File: src/rtl/core/ailp_pkg.sv
`default_nettype none
// ============================================================================
// ailp_pkg
// Shared types, character codes and limits for the ASCII integer literal
// parser.
// ============================================================================
package ailp_pkg;

   // Defaults for the top-level parameters.
   localparam int VALUE_BITS_DEFAULT = 32;
   localparam int MID_DEPTH_DEFAULT  = 4;
   localparam int OUT_DEPTH_DEFAULT  = 4;

   // Character counter saturation point.
   localparam int COUNT_BITS = 7;
   localparam int COUNT_MAX  = 127;

   // Control and status registers.
   localparam int CSR_INDEX_BITS = 1;
   localparam int CSR_DATA_BITS  = 5;
   localparam logic [CSR_INDEX_BITS-1:0] CSR_RANGE_LOW  = 1'b0;
   localparam logic [CSR_INDEX_BITS-1:0] CSR_RANGE_HIGH = 1'b1;
   localparam logic [CSR_DATA_BITS-1:0]  RANGE_LOW_RESET  = 5'd0;
   localparam logic [CSR_DATA_BITS-1:0]  RANGE_HIGH_RESET = 5'd31;

   // Characters of interest.
   localparam logic [7:0] CHAR_MINUS = 8'h2D;
   localparam logic [7:0] CHAR_ZERO  = 8'h30;
   localparam logic [7:0] CHAR_ONE   = 8'h31;
   localparam logic [7:0] CHAR_NINE  = 8'h39;
   localparam logic [7:0] CHAR_UC_A  = 8'h41;
   localparam logic [7:0] CHAR_UC_F  = 8'h46;
   localparam logic [7:0] CHAR_LC_B  = 8'h62;
   localparam logic [7:0] CHAR_LC_X  = 8'h78;

   // Literal formats, as reported on the result channel.
   localparam logic [1:0] FMT_UNS = 2'd0;
   localparam logic [1:0] FMT_SGN = 2'd1;
   localparam logic [1:0] FMT_BIN = 2'd2;
   localparam logic [1:0] FMT_HEX = 2'd3;

   // Error codes.
   localparam logic [1:0] ERR_NONE      = 2'd0;
   localparam logic [1:0] ERR_BAD_CHAR  = 2'd1;
   localparam logic [1:0] ERR_TOO_BIG   = 2'd2;
   localparam logic [1:0] ERR_BAD_RANGE = 2'd3;

   typedef struct packed {
      logic [7:0] ch;
      logic       last;
   } req_item_type;

   typedef struct packed {
      logic [31:0] value;
      logic [1:0]  format;
      logic [1:0]  error;
   } rsp_item_type;

   // What the back end is to do with one character.
   typedef enum logic [1:0] {
      OP_SIGN  = 2'd0,
      OP_CLEAR = 2'd1,
      OP_DIGIT = 2'd2,
      OP_BAD   = 2'd3
   } op_kind_type;

   typedef struct packed {
      op_kind_type kind;
      logic [3:0]  digit;
      logic        over;
      logic [1:0]  fmt;
      logic        last;
   } op_type;

   // Number of decimal digits of 2^vb - 1; evaluated at elaboration only.
   function automatic int dec_digit_limit(input int vb);
      logic [64:0] v;
      int          n;
      v = (65'd1 << vb) - 65'd1;
      n = 0;
      while (v != 65'd0) begin
         v = v / 65'd10;
         n = n + 1;
      end
      return n;
   endfunction

endpackage
`default_nettype wire

File: src/rtl/core/ailp_fifo.sv
`default_nettype none
// ============================================================================
// ailp_fifo
// Small register-based first-in first-out queue with a registered fill count.
// ============================================================================
module ailp_fifo #(
   parameter int DEPTH = 4,
   parameter int WIDTH = 8
) (
   input  logic                       clock,
   input  logic                       reset,
   input  logic                       wr_en,
   input  logic [WIDTH-1:0]           wr_data,
   input  logic                       rd_en,
   output logic [WIDTH-1:0]           rd_data,
   output logic                       fifo_full,
   output logic                       fifo_empty,
   output logic [$clog2(DEPTH+1)-1:0] fill_count
);
   localparam int PTR_BITS = (DEPTH > 1) ? $clog2(DEPTH) : 1;
   localparam int CNT_BITS = $clog2(DEPTH+1);

   logic [WIDTH-1:0]    mem_ff [DEPTH];
   logic [PTR_BITS-1:0] wr_ptr_ff, wr_ptr_in;
   logic [PTR_BITS-1:0] rd_ptr_ff, rd_ptr_in;
   logic [CNT_BITS-1:0] count_ff, count_in;

   always_comb begin
      wr_ptr_in = wr_ptr_ff;
      rd_ptr_in = rd_ptr_ff;
      count_in  = count_ff;
      if (wr_en) begin
         wr_ptr_in = (wr_ptr_ff == PTR_BITS'(DEPTH-1)) ? '0 : wr_ptr_ff + 1'b1;
      end
      if (rd_en) begin
         rd_ptr_in = (rd_ptr_ff == PTR_BITS'(DEPTH-1)) ? '0 : rd_ptr_ff + 1'b1;
      end
      if (wr_en && !rd_en) begin
         count_in = count_ff + 1'b1;
      end else if (rd_en && !wr_en) begin
         count_in = count_ff - 1'b1;
      end
   end

   always_ff @(posedge clock) begin
      if (reset) begin
         wr_ptr_ff <= '0;
         rd_ptr_ff <= '0;
         count_ff  <= '0;
      end else begin
         wr_ptr_ff <= wr_ptr_in;
         rd_ptr_ff <= rd_ptr_in;
         count_ff  <= count_in;
      end
   end

   always_ff @(posedge clock) begin
      if (wr_en) begin
         mem_ff[wr_ptr_ff] <= wr_data;
      end
   end

   assign rd_data    = mem_ff[rd_ptr_ff];
   assign fifo_full  = (count_ff == CNT_BITS'(DEPTH));
   assign fifo_empty = (count_ff == '0);
   assign fill_count = count_ff;

   // Writers must respect full, readers must respect empty.
   assert property (@(posedge clock) disable iff (reset) wr_en |-> !fifo_full)
      else $error("ailp_fifo: write while full");
   assert property (@(posedge clock) disable iff (reset) rd_en |-> !fifo_empty)
      else $error("ailp_fifo: read while empty");
   // The count tracks the pointers: equal pointers mean empty or full.
   assert property (@(posedge clock) disable iff (reset)
      (wr_ptr_ff == rd_ptr_ff) |-> (fifo_empty || fifo_full))
      else $error("ailp_fifo: pointers and count disagree");

endmodule
`default_nettype wire

File: src/rtl/core/ailp_front.sv
`default_nettype none
// ============================================================================
// ailp_front
// Classifies each incoming character against the literal seen so far and
// turns it into an operation for the accumulating back end.
// ============================================================================
module ailp_front #(
   parameter int VALUE_BITS = 32
) (
   input  logic                  clock,
   input  logic                  reset,
   input  logic                  accept,
   input  ailp_pkg::req_item_type req_item,
   output ailp_pkg::op_type       op
);
   import ailp_pkg::*;

   localparam int MAX_BIN = VALUE_BITS;
   localparam int MAX_HEX = (VALUE_BITS + 3) / 4;
   localparam int MAX_DEC = dec_digit_limit(VALUE_BITS);

   logic [COUNT_BITS-1:0] count_ff, count_in;
   logic [7:0]            first_ff, first_in;
   logic [1:0]            fmt_ff, fmt_in;
   logic [1:0]            fmt_new;
   logic [7:0]            ch;
   logic [7:0]            digits;
   logic [7:0]            max_digits;
   logic [1:0]            prefix_len;
   logic                  legal;
   logic [3:0]            dval;
   op_kind_type           kind;

   always_comb begin
      ch      = req_item.ch;
      fmt_new = fmt_ff;
      kind    = OP_DIGIT;

      unique case (fmt_ff)
         FMT_UNS: prefix_len = 2'd0;
         FMT_SGN: prefix_len = 2'd1;
         default: prefix_len = 2'd2;
      endcase
      digits = {1'b0, count_ff} + 8'd1 - {6'd0, prefix_len};

      if (count_ff == '0) begin
         if (ch == CHAR_MINUS) begin
            fmt_new = FMT_SGN;
            kind    = OP_SIGN;
         end
      end else if (count_ff == COUNT_BITS'(1) && first_ff == CHAR_ZERO &&
                   (ch == CHAR_LC_B || ch == CHAR_LC_X)) begin
         fmt_new = (ch == CHAR_LC_B) ? FMT_BIN : FMT_HEX;
         kind    = OP_CLEAR;
      end

      // Digit value in the format that holds before this character.
      legal = 1'b0;
      dval  = 4'd0;
      if (fmt_ff == FMT_BIN) begin
         legal = (ch == CHAR_ZERO) || (ch == CHAR_ONE);
         dval  = 4'(ch - CHAR_ZERO);
      end else if (ch >= CHAR_ZERO && ch <= CHAR_NINE) begin
         legal = 1'b1;
         dval  = 4'(ch - CHAR_ZERO);
      end else if (fmt_ff == FMT_HEX && ch >= CHAR_UC_A && ch <= CHAR_UC_F) begin
         legal = 1'b1;
         dval  = 4'(ch - (CHAR_UC_A - 8'd10));
      end

      if (kind == OP_DIGIT && !legal) begin
         kind = OP_BAD;
      end

      unique case (fmt_ff)
         FMT_BIN: max_digits = 8'(MAX_BIN);
         FMT_HEX: max_digits = 8'(MAX_HEX);
         default: max_digits = 8'(MAX_DEC);
      endcase

      op.kind  = kind;
      op.digit = dval;
      op.over  = (digits > max_digits);
      op.fmt   = fmt_new;
      op.last  = req_item.last;

      count_in = (count_ff == COUNT_BITS'(COUNT_MAX)) ? count_ff : count_ff + 1'b1;
      first_in = (count_ff == '0) ? ch : first_ff;
      fmt_in   = fmt_new;
      if (req_item.last) begin
         count_in = '0;
         first_in = '0;
         fmt_in   = FMT_UNS;
      end
   end

   always_ff @(posedge clock) begin
      if (reset) begin
         count_ff <= '0;
         first_ff <= '0;
         fmt_ff   <= FMT_UNS;
      end else if (accept) begin
         count_ff <= count_in;
         first_ff <= first_in;
         fmt_ff   <= fmt_in;
      end
   end

endmodule
`default_nettype wire

File: src/rtl/core/ailp_back.sv
`default_nettype none
// ============================================================================
// ailp_back
// Accumulates digits with saturation and overflow detection, then formats
// the finished literal: sign, bit range extraction and error code.
// ============================================================================
module ailp_back #(
   parameter int VALUE_BITS = 32,
   parameter int OUT_DEPTH  = 4
) (
   input  logic                               clock,
   input  logic                               reset,
   input  ailp_pkg::op_type                   op,
   input  logic                               op_valid,
   output logic                               op_take,
   input  logic [$clog2(OUT_DEPTH+1)-1:0]     out_count,
   output logic                               out_wr,
   output ailp_pkg::rsp_item_type             out_item,
   input  logic [ailp_pkg::CSR_DATA_BITS-1:0] range_low,
   input  logic [ailp_pkg::CSR_DATA_BITS-1:0] range_high
);
   import ailp_pkg::*;

   localparam int VB       = VALUE_BITS;
   localparam int SUM_BITS = VB + 5;
   localparam int CNT_BITS = $clog2(OUT_DEPTH+1);

   typedef struct packed {
      logic [VB-1:0] acc;
      logic [1:0]    fmt;
      logic          bad;
      logic          too_big;
   } finish_type;

   logic [VB-1:0]       acc_ff, acc_in;
   logic                bad_ff, bad_in;
   logic                too_big_ff, too_big_in;
   logic                fin_valid_ff, fin_valid_in;
   finish_type          fin_ff, fin_in;

   logic [SUM_BITS-1:0] acc_ext;
   logic [SUM_BITS-1:0] scaled;
   logic [SUM_BITS-1:0] sum;
   logic [SUM_BITS-1:0] limit;
   logic                room;

   // Room in the result queue, counting the slot held for the finish stage.
   assign room    = ({1'b0, out_count} + (CNT_BITS+1)'(fin_valid_ff))
                    < (CNT_BITS+1)'(OUT_DEPTH);
   assign op_take = op_valid && (!op.last || room);

   always_comb begin
      acc_ext = SUM_BITS'(acc_ff);
      unique case (op.fmt)
         FMT_BIN: scaled = acc_ext << 1;
         FMT_HEX: scaled = acc_ext << 4;
         default: scaled = (acc_ext << 3) + (acc_ext << 1);
      endcase
      sum = scaled + SUM_BITS'(op.digit);
      if (op.fmt == FMT_SGN) begin
         limit = SUM_BITS'(1) << (VB - 1);
      end else begin
         limit = (SUM_BITS'(1) << VB) - SUM_BITS'(1);
      end

      acc_in     = acc_ff;
      bad_in     = bad_ff;
      too_big_in = too_big_ff;
      if (op_take) begin
         unique case (op.kind)
            OP_SIGN: begin
            end
            OP_CLEAR: begin
               acc_in     = '0;
               too_big_in = 1'b0;
            end
            OP_BAD: begin
               bad_in = 1'b1;
            end
            OP_DIGIT: begin
               if (op.over || too_big_ff) begin
                  too_big_in = 1'b1;
               end else if (sum > limit) begin
                  too_big_in = 1'b1;
                  acc_in     = limit[VB-1:0];
               end else begin
                  acc_in = sum[VB-1:0];
               end
            end
            default: begin
            end
         endcase
      end

      fin_in.acc     = acc_in;
      fin_in.fmt     = op.fmt;
      fin_in.bad     = bad_in;
      fin_in.too_big = too_big_in;
      fin_valid_in   = op_take && op.last;

      if (op_take && op.last) begin
         acc_in     = '0;
         bad_in     = 1'b0;
         too_big_in = 1'b0;
      end
   end

   always_ff @(posedge clock) begin
      if (reset) begin
         acc_ff       <= '0;
         bad_ff       <= 1'b0;
         too_big_ff   <= 1'b0;
         fin_valid_ff <= 1'b0;
      end else begin
         acc_ff       <= acc_in;
         bad_ff       <= bad_in;
         too_big_ff   <= too_big_in;
         fin_valid_ff <= fin_valid_in;
      end
   end

   always_ff @(posedge clock) begin
      if (fin_valid_in) begin
         fin_ff <= fin_in;
      end
   end

   // Finish stage: sign, range extraction and error priority.
   logic [VB-1:0]    signed_val;
   logic [VB+31:0]   shifted;
   logic [5:0]       range_len;
   logic [31:0]      range_mask;
   logic             range_bad;

   always_comb begin
      signed_val = (fin_ff.fmt == FMT_SGN) ? (VB'(0) - fin_ff.acc) : fin_ff.acc;
      shifted    = (VB+32)'(signed_val) >> range_low;
      range_len  = {1'b0, range_high} - {1'b0, range_low} + 6'd1;
      range_mask = ~(32'hFFFF_FFFF << range_len);
      range_bad  = (range_low > range_high) || (32'(range_high) >= VB);

      out_item.format = fin_ff.fmt;
      out_item.value  = '0;
      priority if (fin_ff.bad) begin
         out_item.error = ERR_BAD_CHAR;
      end else if (fin_ff.too_big) begin
         out_item.error = ERR_TOO_BIG;
      end else if (range_bad) begin
         out_item.error = ERR_BAD_RANGE;
      end else begin
         out_item.error = ERR_NONE;
         out_item.value = shifted[31:0] & range_mask;
      end
   end

   assign out_wr = fin_valid_ff;

endmodule
`default_nettype wire

File: src/rtl/core/ascii_integer_literal_parser_core.sv
`default_nettype none
// ============================================================================
// ascii_integer_literal_parser_core
// Parses binary, hex and signed or unsigned decimal ASCII literals, one
// character per transaction, into a range-extracted value with codes.
// ============================================================================
//
//  Channel   Handshake           Moves                     Width
//  -------   -----------------   -----------------------   -----------------
//  request   push / full         one character, last flag  req_item_type
//  response  pop / empty         value, format, error      rsp_item_type
//  csr       valid / ready       register index and data   csr_index/wdata
//
// One character is accepted every cycle while full is low; the front end
// classifies it in the accept cycle and the back end accumulates it as it
// leaves the request queue.
// A result passes from the request queue through the accumulate step and
// the registered finish stage into the response queue, and can be popped
// from there once it has been written.
// Reset clears the literal state, both queues and loads the range registers
// with 0 and 31; it needs no clearing pass.
// A stalled response side fills the response queue, then the request queue,
// and only then raises full; the csr channel is always ready.
//
module ascii_integer_literal_parser_core #(
   parameter int VALUE_BITS = ailp_pkg::VALUE_BITS_DEFAULT,
   parameter int MID_DEPTH  = ailp_pkg::MID_DEPTH_DEFAULT,
   parameter int OUT_DEPTH  = ailp_pkg::OUT_DEPTH_DEFAULT
) (
   input  logic                                clock,
   input  logic                                reset,
   // Request channel.
   input  logic                                push,
   output logic                                full,
   input  ailp_pkg::req_item_type              req_item,
   // Response channel.
   output logic                                empty,
   input  logic                                pop,
   output ailp_pkg::rsp_item_type              rsp_item,
   // Register write channel.
   input  logic                                valid,
   output logic                                ready,
   input  logic [ailp_pkg::CSR_INDEX_BITS-1:0] csr_index,
   input  logic [ailp_pkg::CSR_DATA_BITS-1:0]  csr_wdata
);
   import ailp_pkg::*;

   localparam int OP_BITS  = $bits(op_type);
   localparam int RSP_BITS = $bits(rsp_item_type);
   localparam int OUT_CNT  = $clog2(OUT_DEPTH+1);
   localparam int MID_CNT  = $clog2(MID_DEPTH+1);

   logic [CSR_DATA_BITS-1:0] range_low_ff, range_low_in;
   logic [CSR_DATA_BITS-1:0] range_high_ff, range_high_in;

   logic                in_accept;
   op_type              front_op;
   op_type              mid_op;
   logic                mid_full;
   logic                mid_empty;
   logic [MID_CNT-1:0]  mid_count;
   logic                op_take;
   logic                out_wr;
   rsp_item_type        out_item;
   logic                out_full;
   logic [OUT_CNT-1:0]  out_count;
   logic                out_pop;
   logic [RSP_BITS-1:0] out_data;
   logic [OP_BITS-1:0]  mid_data;

   // The register channel never stalls; writes are registered into the range registers.
   assign ready = 1'b1;

   always_comb begin
      range_low_in  = range_low_ff;
      range_high_in = range_high_ff;
      if (valid) begin
         unique case (csr_index)
            CSR_RANGE_LOW:  range_low_in  = csr_wdata;
            CSR_RANGE_HIGH: range_high_in = csr_wdata;
            default: begin
            end
         endcase
      end
   end

   always_ff @(posedge clock) begin
      if (reset) begin
         range_low_ff  <= RANGE_LOW_RESET;
         range_high_ff <= RANGE_HIGH_RESET;
      end else begin
         range_low_ff  <= range_low_in;
         range_high_ff <= range_high_in;
      end
   end

   // A character is taken whenever the request queue has a free slot.
   assign in_accept = push && !mid_full;
   assign full      = mid_full;

   ailp_front #(
      .VALUE_BITS(VALUE_BITS)
   ) u_front (
      .clock    (clock),
      .reset    (reset),
      .accept   (in_accept),
      .req_item (req_item),
      .op       (front_op)
   );

   // Decouples classification from accumulation so either side may stall.
   ailp_fifo #(
      .DEPTH(MID_DEPTH),
      .WIDTH(OP_BITS)
   ) u_mid_fifo (
      .clock      (clock),
      .reset      (reset),
      .wr_en      (in_accept),
      .wr_data    (front_op),
      .rd_en      (op_take),
      .rd_data    (mid_data),
      .fifo_full  (mid_full),
      .fifo_empty (mid_empty),
      .fill_count (mid_count)
   );

   assign mid_op = op_type'(mid_data);

   ailp_back #(
      .VALUE_BITS(VALUE_BITS),
      .OUT_DEPTH (OUT_DEPTH)
   ) u_back (
      .clock      (clock),
      .reset      (reset),
      .op         (mid_op),
      .op_valid   (!mid_empty),
      .op_take    (op_take),
      .out_count  (out_count),
      .out_wr     (out_wr),
      .out_item   (out_item),
      .range_low  (range_low_ff),
      .range_high (range_high_ff)
   );

   // Results wait here until the consumer pops them.
   assign out_pop = pop && !empty;

   ailp_fifo #(
      .DEPTH(OUT_DEPTH),
      .WIDTH(RSP_BITS)
   ) u_out_fifo (
      .clock      (clock),
      .reset      (reset),
      .wr_en      (out_wr),
      .wr_data    (out_item),
      .rd_en      (out_pop),
      .rd_data    (out_data),
      .fifo_full  (out_full),
      .fifo_empty (empty),
      .fill_count (out_count)
   );

   assign rsp_item = rsp_item_type'(out_data);

   // The back end only moves an operation out of a non-empty request queue.
   assert property (@(posedge clock) disable iff (reset) op_take |-> !mid_empty)
      else $error("core: operation taken from empty request queue");
   // The finish stage always has a reserved slot in the response queue.
   assert property (@(posedge clock) disable iff (reset) out_wr |-> !out_full)
      else $error("core: result written into full response queue");
   // The request queue never reports more entries than it holds.
   assert property (@(posedge clock) disable iff (reset)
      mid_count <= MID_CNT'(MID_DEPTH))
      else $error("core: request queue count out of range");

endmodule
`default_nettype wire
File: config.mk
export PLATFORM = sky130hd
export DESIGN_NAME = ascii_integer_literal_parser_core
export DESIGN_NICKNAME = d
export VERILOG_FILES = /design/src/rtl/core/ailp_pkg.sv /design/src/rtl/core/ailp_fifo.sv /design/src/rtl/core/ailp_front.sv /design/src/rtl/core/ailp_back.sv /design/src/rtl/core/ascii_integer_literal_parser_core.sv
export SDC_FILE = /design/constraint.sdc
export NUM_CORES = 1
export LEC_CHECK = 0
export BUFFER_PORTS_ARGS = -buffer_cell sky130_fd_sc_hd__buf_2
export CELL_PAD_IN_SITES_DETAIL_PLACEMENT = 1
export CELL_PAD_IN_SITES_GLOBAL_PLACEMENT = 1
export CORE_ASPECT_RATIO = 1.25
export CORE_MARGIN = 2
export CORE_UTILIZATION = 36
export CTS_CLUSTER_DIAMETER = 200
export DETAILED_ROUTE_END_ITERATION = 7
export PLACE_DENSITY = 0.68
export SLEW_MARGIN = 20
export SYNTH_ARGS = -nofsm -noshare
export SYNTH_HDL_FRONTEND = slang
export SYNTH_SLANG_ARGS = --single-unit
export TNS_END_PERCENT = 20
File: constraint.sdc
create_clock -name clock -period 11.55 [get_ports clock]
set_input_delay 1.7325 -clock clock [delete_from_list [all_inputs] [get_ports clock]]
set_output_delay 1.7325 -clock clock [all_outputs]
set_load 0.01 [all_outputs]
==> results.yml, run 1 <==
routing:
  wl_met1_mm: 23.2
  dr.pass1.iters: 5
  vias: 15000
  wl_per_cell_um: 21.0
  initialDrtViolationCount: 972
  drt-total-wl_mm: 54.7
  antenna_left: 0
  highest_layer: "met4"
  drc: 0
  dr_wl_met3_mm: 1.39
  dr_wl_met2_mm: 28.9
  viasPerCell: 5.75
timing:
  fin_skew_ps: 30.1
  timing.final.crit_share_pct: 64.0
  setup_viol: 0
  hold_viol: 0
  max_freq_mhz: 135
  max_slew.worst_pin.slew_ps: 1090
  period_needed_ps: 7400
  slew_viol_final: 0
  fin_setup_tns_ps: 0
  hold_slack_ps: 480
  slew_headroom_pct: 26.5
  rsz0062_at_grt: "false"
place:
  routabilityCongestion: 0.919
  port_buffers: 57
  dp.cells: 2545
  dpl.hpwl_mm: 41.6
  place_area_mm2: 0.0202
cts:
  cts.sinks: 300
  htree_levels: 1
  cts_hold_buffers: 0
  clkLatencyLatePin_ps: 590
  post_cts_buffers: 0
  postCtsResizedCells: 0
  clockRootBuffer: "clkbuf_16"
  clk_path_buf_depth: 3
  numCtsBuffers: 30
  cts.clk_slew.worst_paths_ps: 60
  tritoncts: "yes"
run_status:
  outcome: "finished, final reports clean"
pwr:
  power_frac_comb_pct: 44.8
  power_density_mw_per_mm2: 211
  cellInternalPower_w: 0.00265
  clockPowerShare_pct: 21.6
  ir_worst_vdd_uv: 119
  p_switching_w: 0.00183
  seq_power_share_pct: 33.6
  p_sw_share_pct: 40.7
  leakage_nw: 7.70
cells_and_area:
  nFillCells: 5981
  register_area_mm2: 0.00821
  multi_input_area_mm2: 0.0103
  syn_to_final_growth_pct: 9.57
  postLayoutCoreUtil_pct: 39.6
  nets: 2039
  layout_common_cells: "edfxtp_1 (220), nor2_1 (160), nand2_1 (132), a21oi_1 (127), ha_1 (114)"
  stdcell_count: 2601
  drive_gt1_share_pct: 12.3
  final_common_cell: "edfxtp_1"
  design_area_mm2: 0.0212
synthesis:
  synth_cells: 1887
  synth_nets: 2028
  synth_area_per_cell_um2: 10.2
  synth_area_mm2: 0.0193
  yosysTopAreaCellShare_pct: 34.2
  synth_warnings: 0
  ys.flop_type: "edfxtp_1"
  synth_largest_area_cell: "edfxtp_1"
  synth.ff_latch_count: 300
  synth_edf_count: 220
  ys_seq_area_share_pct: 42.4
  synth_area_leaders: "edfxtp_1 (34%), dfxtp_1 (8.3%), ha_1 (7.4%)"
  synth_cell_types: 92
  ys_async_sr_fraction_pct: 0
worst_setup_path:
  critical_path_class: "register to register"
  endpoint_kind: "register"
  cp.required_ps: 11920
  cp_max_fo: 59
  crit_arrival_ps: 7770
  worstSetupStartpointType: "register"
global_route:
  grt_pass1_wl_mm: 86.9
  grt_overflow_total: 0
  antenna_found_initial: 1
  grt_pass1_vias: 15800
  grt_max_degree: 60
  grt_usage_pct: 19.4
floorplanning:
  ioPinCount: 59
  die_area_mm2: 0.0556
  coreArea_mm2: 0.0535
  die_x_um: 211
  start_util_pct: 36.2
  rows: 95
  die_h_um: 263
run:
  cap_violations: 0
worst_hold_path:
  hold_path.class: "register to register"
cells by family after synthesis:
logic type               count (synthesis)  share of synthesized area [%]
multiplexers                           109                           8.94
flip-flops                             300                           42.4
other                                    1                         0.0194
AND/OR/NAND/NOR                        559                           14.1
adder cells (fa/ha/maj)                121                           8.10
XOR/XNOR                                87                           3.94
buffers and inverters                  202                           4.43
AO/OA/AOI/OAI                          508                           18.0
synth_stat cells, types with 27 or more instances:
library cell,number
xnor2_1,54
clkbuf_1,71
nand3_1,27
nand2_1,133
a21o_1,31
a21oi_1,127
mux4_2,44
o21ai_0,103
nand4_1,29
edfxtp_1,220
ha_1,114
nor3_1,71
dfxtp_1,80
a211oi_1,50
nor2_1,161
mux2i_1,47
inv_1,91
xor2_1,33
routing by layer:
metal / vias to the layer above / global-route usage [%]
met5: - / 0
met4: 0 / 5.58
met3: 87 / 1.75
met2: 229 / 36.4
met1: 7482 / 23.2
li1: 7167 / -
power by group through the flow:
stage / Combinational [W] / Sequential (W) / Clock [W]
2_1_floorplan: 0.00148 / 0.00147 / 0
3_3_place_gp: 0.00195 / 0.00152 / 0
3_5_place_dp: 0.00200 / 0.00153 / 0
4_1_cts: 0.00202 / 0.00151 / 0.000992
5_1_grt: 0.00222 / 0.00152 / 0.00103
6_report: 0.00201 / 0.00150 / 0.000969
metrics by stage:
stage / setup WS [ps] / total power [W]
after floorplan: 5300 / 0.00295
after global placement: 4410 / 0.00347
after detailed placement: 4120 / 0.00353
after CTS: 4120 / 0.00451
after global routing: 3510 / 0.00477
final: 4150 / 0.00448
path summary, 6_finish.rpt:
path | cells after the start | slack, ps | to | from
max reg2reg | 24 | 4150 | u_back.fin_ff[11] | register
max | 24 | 4150 | u_back.fin_ff[11] | register
min | 1 | 480 | range_high_ff[1] | range_high_ff[1]
min reg2reg | 1 | 480 | range_high_ff[1] | range_high_ff[1]
area by class of cell:
class	count	area share, %
inverter	97	1.74
sequential	300	38.7
tap	679	4.01
multi-input combinational	1385	48.6
antenna	1	0.0118
clock inverter	13	0.508
timing repair buffer	84	2.30
clock buffer	42	4.09
sequential cells by signal, summed over array words and instances (netlist names), 2 cells and up, named ones only:
signal / cells
u_mid_fifo.rd_ptr_ff: 2
u_back.fin_ff: 34
u_front.count_ff: 7
u_mid_fifo.mem_ff: 40
range_low_ff: 5
u_mid_fifo.fill_count: 3
u_out_fifo.fill_count: 3
u_back.acc_ff: 32
u_out_fifo.wr_ptr_ff: 2
u_front.first_ff: 8
u_back.out_item: 2
u_out_fifo.mem_ff: 144
u_out_fifo.rd_ptr_ff: 2
u_front.fmt_ff: 2
range_high_ff: 5
u_mid_fifo.wr_ptr_ff: 2
critical path: stages (launching register included):
cell	delay [ps]
dfxtp_1	780
mux2i_1	260
mux2_2	170
buf_4	410
clkinv_1	340
buf_4	330
o41ai_1	630
nand4_1	350
nor3_1	570
nand2b_1	150
xnor2_1	230
ha_1	280
a21o_1	180
a21o_1	170
a21o_1	170
a21oi_1	130
o21ai_0	90
a21oi_1	150
nor2b_1	80
o211ai_1	160
nor2b_1	290
o221ai_2	180
a21o_2	250
buf_4	330
a221oi_1	410
Note: power is estimated with default switching activity, not from simulation.
==> run 2, diff against run 1 <==
clock period = 7.22 ns   (was 11.55 ns; I/O delays follow)
==> results.yml, run 2 (same netlist as run 1, synthesis figures left out) <==
place:
  routabilityCongestion: 0.909
  dpl.hpwl_mm: 40.8
  dp.cells: 2557
  port_buffers: 57
  dpl_worst_slack_ps: 578
global_route:
  grt_max_degree: 60
  grt_pass1_wl_mm: 86.3
  grt_pass1_vias: 15700
  grt_usage_pct: 19.1
  grt_overflow_total: 0
  antenna_found_initial: 3
worst_setup_path:
  worstSetupStartpointType: "register"
  crit_arrival_ps: 7110
  path_delay_family: "compound AO/OA/AOI/OAI gates"
  cp_num_buf_inv: 1
  critPathMaxStageDelay_ps: 680
  path_cells: "ha_1, a211oi_1, o31a_1, a211o_1, a21oi_2, xor2_1, a41oi_1, or4_4, nand2b_1, xnor2_1, ha_1, a21o_1, a21o_1, a21o_1, a21oi_1, o21ai_0, a21oi_1, nor2b_1, o211ai_1, nor2b_1, o221ai_2, buf_4, a41o_2, a211oi_1"
  cp_max_fo: 29
  cp.required_ps: 7700
  endpoint_kind: "register"
  cpMostUsedCell: "a21o_1"
  critical_path_class: "register to register"
  critPathSlowestCell: "or4_4"
timing:
  hold_viol: 0
  setup_slack_ps: 588
  setup_viol: 0
  fin_setup_tns_ps: 0
  max_freq_mhz: 151
  hold_slack_ps: 469
  period_needed_ps: 6630
  rsz0062_at_grt: "false"
  timing.final.crit_share_pct: 91.9
  slew_viol_final: 0
  slew_headroom_pct: 20.8
  fin_skew_ps: 15.9
  max_slew.worst_pin.slew_ps: 1160
pwr:
  ir_worst_vdd_uv: 264
  leakage_nw: 7.78
  total_power_w: 0.00730
  power_density_mw_per_mm2: 342
cts:
  cts_hold_buffers: 0
  numCtsBuffers: 31
  tritoncts: "yes"
  cts.sinks: 300
  clk_path_buf_depth: 3
  clockRootBuffer: "clkbuf_16"
  cts.clk_slew.worst_paths_ps: 70
  htree_levels: 1
  clkLatencyLatePin_ps: 580
cells_and_area:
  nFillCells: 5944
  top_regs: "u_out_fifo.mem_ff (144), u_mid_fifo.mem_ff (40), u_back.fin_ff (34)"
  syn_to_final_growth_pct: 10.4
  layout_common_cells: "edfxtp_1 (220), nor2_1 (160), nand2_1 (133), a21oi_1 (127), ha_1 (114)"
  nets: 2053
  stdcell_count: 2616
  largest-register: "u_out_fifo.mem_ff"
  largest_reg_flops: 144
  final_common_cell: "edfxtp_1"
  drive_gt1_share_pct: 12.9
floorplanning:
  die_x_um: 211
  ioPinCount: 59
  rows: 95
  start_util_pct: 36.2
  coreArea_mm2: 0.0535
  die_h_um: 263
  die_area_mm2: 0.0556
routing:
  vias: 15000
  dr.pass1.iters: 4
  drt-total-wl_mm: 53.7
  wl_per_cell_um: 20.5
  drc: 0
  antenna_left: 0
  viasPerCell: 5.74
  initialDrtViolationCount: 875
run_status:
  outcome: "finished, final reports clean"
worst_hold_path:
  hold_path.class: "register to register"
run:
  cap_violations: 0
## run 2: what timing repair did
action,CTS,global route
setup endpoints to repair,0,29
gates resized for setup,0,1
setup buffers,0,0
## run 2: routing by layer
layer  vias up  part of all wire (%)  global-route usage, %
li1       7200                     -                      -
met1      7469                    42                   23.1
met2       252                    52                   35.5
met3        81                   3.1                   1.98
met4         2                   2.8                   5.73
met5         -                 0.024                      0
## run 2: worst paths after layout
kind,start,endpoint,slack (ps),cells after the start
min reg2reg,range_high_ff[1],range_high_ff[1],470,1
max,u_back.acc_ff[3],u_back.acc_ff[10],590,24
min,range_high_ff[1],range_high_ff[1],470,1
max reg2reg,u_back.acc_ff[3],u_back.acc_ff[10],590,24
## run 2: metrics by stage
step | utilization, % | instance area [um2]
floorplan | - | 19300
global placement | 37.9 | 20300
detailed placement | 37.9 | 20300
CTS | 39.9 | 21300
global route | 39.9 | 21300
finish | 39.9 | 21400
## run 2: area by class of cell
type	count	area (um2)	share of cell area [%]
antenna	2	5.00	0.0234
multi-input combinational	1385	10300	48.3
timing repair buffer	97	583	2.73
sequential	300	8210	38.4
inverter	97	369	1.73
clock buffer	38	802	3.76
clock inverter	18	223	1.04
tap	679	850	3.98
## run 2: report_power, final
| part | switching, W | internal, W | total [W] |
|---|---|---|---|
| Clock | 0.000704 | 0.000941 | 0.00164 |
| Combinational | 0.00208 | 0.00118 | 0.00326 |
| Sequential | 0.000180 | 0.00221 | 0.00239 |
| Total | 0.00296 | 0.00434 | 0.00730 |
